File: src/design/tksd_pkg.sv
// Shared types and constants of the table-keyed stream decryptor.
`default_nettype none

package tksd_pkg;

   localparam int unsigned DATA_W   = 32;
   localparam int unsigned TABLE_D  = 256;
   localparam int unsigned ADDR_W   = 8;

   localparam logic [DATA_W-1:0] SEED_MASK  = 32'h5555_5555;
   localparam logic [DATA_W-1:0] TABLE_MULT = 32'd39916801;

   // Item kinds carried on req_tuser
   typedef enum logic [1:0] {
      OP_SEED = 2'd0,
      OP_WORD = 2'd1,
      OP_BYTE = 2'd2,
      OP_PEEK = 2'd3
   } opcode_type;

   // Sequencer states
   typedef enum logic [1:0] {
      ST_IDLE = 2'd0,
      ST_LOOK = 2'd1,
      ST_FILL = 2'd2
   } state_type;

   // Write request from the table builder to the key table
   typedef struct packed {
      logic              we;
      logic              last;
      logic [ADDR_W-1:0] addr;
      logic [DATA_W-1:0] data;
   } fill_wr_type;

endpackage

`default_nettype wire

File: src/design/tksd_fill.sv
// Key table builder: one rotate-and-multiply step and one table write a cycle.
`default_nettype none

module tksd_fill
   import tksd_pkg::*;
(
   input  wire logic              clock,
   input  wire logic              reset,
   input  wire logic              start,
   input  wire logic [DATA_W-1:0] seed,
   output fill_wr_type            fill_wr
);

   logic              active_ff, active_in;
   logic [ADDR_W-1:0] idx_ff, idx_in;
   logic [DATA_W-1:0] k_ff, k_in;
   logic [DATA_W-1:0] rot;
   logic [DATA_W-1:0] prod;
   logic              last;

   // next chain value: rotate right by one, multiply modulo 2^32
   assign rot  = {k_ff[0], k_ff[DATA_W-1:1]};
   assign prod = rot * TABLE_MULT;
   assign last = (idx_ff == ADDR_W'(TABLE_D - 1));

   always_comb begin
      active_in = active_ff;
      idx_in    = idx_ff;
      k_in      = k_ff;
      if (start) begin
         active_in = 1'b1;
         idx_in    = '0;
         k_in      = seed;
      end else if (active_ff) begin
         k_in   = prod;
         idx_in = idx_ff + 1'b1;
         if (last) begin
            active_in = 1'b0;
         end
      end
   end

   always_ff @(posedge clock) begin
      if (reset) begin
         active_ff <= 1'b0;
         idx_ff    <= '0;
      end else begin
         active_ff <= active_in;
         idx_ff    <= idx_in;
      end
      k_ff <= k_in;
   end

   assign fill_wr.we   = active_ff;
   assign fill_wr.last = active_ff && last;
   assign fill_wr.addr = idx_ff;
   assign fill_wr.data = prod;

endmodule

`default_nettype wire

File: config.mk
export PLATFORM = sky130hd
export DESIGN_NAME = tksd_fill
export DESIGN_NICKNAME = d
export VERILOG_FILES = /design/src/design/tksd_pkg.sv /design/src/design/tksd_fill.sv
export SDC_FILE = /design/constraint.sdc
export NUM_CORES = 1
export LEC_CHECK = 0
export BUFFER_PORTS_ARGS = -buffer_cell sky130_fd_sc_hd__buf_2
export CORE_ASPECT_RATIO = 1.4
export CORE_UTILIZATION = 40
export DETAILED_ROUTE_END_ITERATION = 10
export PLACE_DENSITY = 0.64
export RECOVER_POWER = 100
export SYNTH_ARGS = -nofsm -noshare
export SYNTH_HDL_FRONTEND = slang
export SYNTH_SLANG_ARGS = --single-unit
File: constraint.sdc
create_clock -name clock -period 9 [get_ports clock]
set_input_delay 1.8 -clock clock [delete_from_list [all_inputs] [get_ports clock]]
set_output_delay 1.8 -clock clock [all_outputs]
set_load 0.01 [all_outputs]
* Yosys cells after proc, flatten, opt, wreduce, memory -nomap -nowiden
Index checks and enable logic that the tools add are counted.
** Word-level totals
- Flip-flop bits (word level) :: 41
- Input bits :: 35
- Word-level logic and storage cells :: 14
** Operators by class
- Eq/ne operators :: 1
- Add/subtract/negate cells :: 1
- Muxes and demuxes :: 5
- Reductions and logical operators :: 3
- $mul :: 1
** Operators by type and width (count)
- $mux 32 :: 2
- $mul 32x26->32 const B :: 1
- $add 8x1->8 const B :: 1
- $eq 8x8->1 const B :: 1
- $mux 1 :: 3
- $reduce_bool 2->1 :: 1
- $reduce_or 2->1 :: 1
- $logic_and 1x1->1 :: 1

* Depth between registers and ports, before layout
- Depth in word-level cells :: 4
- Gate-level depth with buffers :: 19

* Worst setup path after synthesis
No wires, ideal clock.
- Path type :: register to output
- Start point :: register k_ff[13]
- End point :: output port fill_wr[29] (netlist bit)
- Path slack :: 1.971 ns
- Arrival time :: 5.229 ns
- Stages on the path, launching flop included :: 18
- Cells stage by stage :: edfxtp_1 > ha_1 > ha_1 > ha_1 > fa_1 > inv_1 > fa_1 > inv_1 > fa_1 > inv_1 > fa_1 > inv_1 > ha_1 > nand4_1 > or4_4 > a211oi_4 > or2b_2 > xor2_2
** RTL lines
- start: declaration :: line tksd_fill.sv:16 : logic [DATA_W-1:0] k_ff, k_in;
- start signal: assignment :: line tksd_fill.sv:51 : k_ff <= k_in;
- end: declaration :: line tksd_fill.sv:11 : output fill_wr_type fill_wr

==> impl_metrics.toml <==
[drt]
wl_um = 15750
viasPerCell = 4.866
route.detailed.drc = 0
drt_iter0_markers = 143
routed-via-count = 4871
drt_first_pass_iters = 4
wl_per_cell_um = 15.73
ant_nets = 0

[clock_tree]
cts_tree = "done"
cts_resized = 0
cts_root_buffer = "clkbuf_16"
post_cts_buffers = 0
cts_buffers = 5
cts_num_sinks = 41
clk_pin_slew_ns = 0.08
cts_buffer_depth = 2
clock_latency_ns = 0.30
cts-hold-fix-buffers = 0
cts-htree-levels = 2

[final_layout]
fin_nets = 1043
area_growth_pct = 9.102
fillers = 1697
final_layout_size_suffix_gt1_frac = 0.08758
diodes = 0

[synth]
synth.largest_area_cell = "ha_1"
syn_avg_cell_area_sq_um = 10.08
ys.flop_type = "edfxtp_1"
async_flop_share = 0
synth.ff_latch_count = 41
ys_warn_count = 0
netlist.area_leader.share = 0.3093
synth_edf_count = 32
syn_area_sq_mm = 0.007079
syn_nets = 981
synth.most_common_cell = "ha_1"
seq_area_frac_synth = 0.1612
synth_area_leaders = "ha_1, fa_1, edfxtp_1, inv_1, mux2_2"
synth_commonest_cells = "ha_1, inv_1, fa_1"
syn-instance-count = 702
netlist-cell-type-count = 54

[floorplan]
io_pins = 77
initial_core_util = 0.4085
fp.dieH_um = 159.4
core_sq_mm = 0.01733
dieWidth_um = 114.4
dieArea_sq_mm = 0.01824
rows = 57

[grt]
grt_max_degree = 36
grt_first_pass_wirelength_um = 26070
grt.total_usage = 0.1861
grt_remaining_overflow = 0
antenna_found_initial = 0
grt_pass1_vias = 5133

[sta]
timing.fmax_mhz = 120.9
slew_headroom = -0.4217
worst_pin_slew_ns = 2.133
final_hold_viol_count = 0
fin_skew_ns = 0.01148
rsz0062_at_grt = "false"
final.setup.tns_ns = 0
hold_ws_ns = 0.5087
fin_crit_ns = 8.269
drv_slew = 69
timing.final.crit_share = 0.9188
setup_viol = 0

[worst_setup_path]
crit_family = "adder cells"
cp_slowest_stage_delay_ns = 0.68
path_buf_inv = 5
crit_chain = "ha_1 > ha_1 > ha_1 > fa_1 > inv_1 > fa_1 > inv_1 > fa_1 > inv_1 > fa_1 > inv_1 > ha_1 > nand4_1 > or4_1 > a211oi_1 > o21ai_0 > xor2_1 > buf_2"
arrival_ns = 6.47
crit_type = "flip-flop to primary output"
endpoint_kind = "primary output"
worstPathMaxFanout = 5
slowest_stage = "a211oi_1"
crit_required_ns = 7.20
crit_path_start_kind = "flip-flop"

[job]
drv_cap = 2

[run_status]
outcome = "complete, but fails checks"
violations = "capacitance limit, slew limit"

[place]
gp_congestion = 0.8477
dp_hpwl_um = 13430
portBuffers = 76

[hold_path]
hold_path_class = "flip-flop to flip-flop"
[registers in the layout, summed over array words and instances (netlist names)]
signal,count
k_ff,32
idx_ff,8
active_ff,1
[cells by family after synthesis]
logic type | count (synthesis) | synth area share
simple gates | 81 | 0.05568
xor+xnor | 41 | 0.05373
buf+inv | 191 | 0.1069
mux | 22 | 0.03482
flops | 41 | 0.1612
fa+ha+maj | 244 | 0.5044
compound gates | 82 | 0.08325
[layer usage]
metal / part of all wire / GRT usage / up-vias
met3: 0.028 / 0.01675 / 23
met2: 0.52 / 0.3347 / 80
met5: 0 / 0 / -
met1: 0.42 / 0.2274 / 2325
li1: - / - / 2443
met4: 0.032 / 0.06966 / 0
[per-stage QoR]
step / std cells / setup WS, ns / instance area (sq um) / utilization
after floorplan: 702 / 1.971 / 7079 / -
after CTS: 1001 / 0.9381 / 7807 / 0.4505
after global routing: 1001 / 0.4639 / 7724 / 0.4457
after global placement: 993 / 1.319 / 7640 / 0.4408
final: 1001 / 0.7306 / 7724 / 0.4457
after detailed placement: 993 / 1.301 / 7640 / 0.4408
[cell usage in the layout (no fill, tap or decap), drive strengths merged, types with 2 or more instances in the layout]
master,n
a211o,2
a211oi,5
a21o,7
a21oi,21
a221oi,3
a31oi,3
buf,35
clkbuf,48
dfxtp,9
edfxtp,32
fa,69
ha,175
inv,169
mux2,21
nand2,24
nand3,4
nand4,7
nor2,23
nor2b,3
nor3,6
nor3b,3
o211ai,4
o21a,12
o21ai,10
o21bai,3
o31ai,3
or2,2
or3,2
or4,3
xnor2,26
xor2,14
[final timing paths]
check / startpoint / endpoint / slack [ns] / cells past startpoint
max: k_ff[13] / fill_wr[31] / 0.73 / 18
min: idx_ff[7] / idx_ff[7] / 0.51 / 2
max reg2reg: k_ff[13] / k_ff[29] / 2.72 / 17
min reg2reg: idx_ff[7] / idx_ff[7] / 0.51 / 2
[cell type report]
class,count,area [sq um],share of cell area
multi-input cells,470,5152,0.6671
flip-flops and latches,41,1141,0.1477
inverters,169,634.4,0.08213
repair buffers,77,332.8,0.04309
well taps,236,295.3,0.03823
clock buffers,6,128.9,0.01669
clock inverters,2,38.79,0.005022
[tightest hold or removal path: stages, from the launching register on]
cell	delay [ns]
dfxtp_1	0.33
o21ai_0	0.08
a21oi_1	0.06
Power is not shown: default switching activity piles up to over one toggle a cycle in this logic, so the estimate is an artifact.
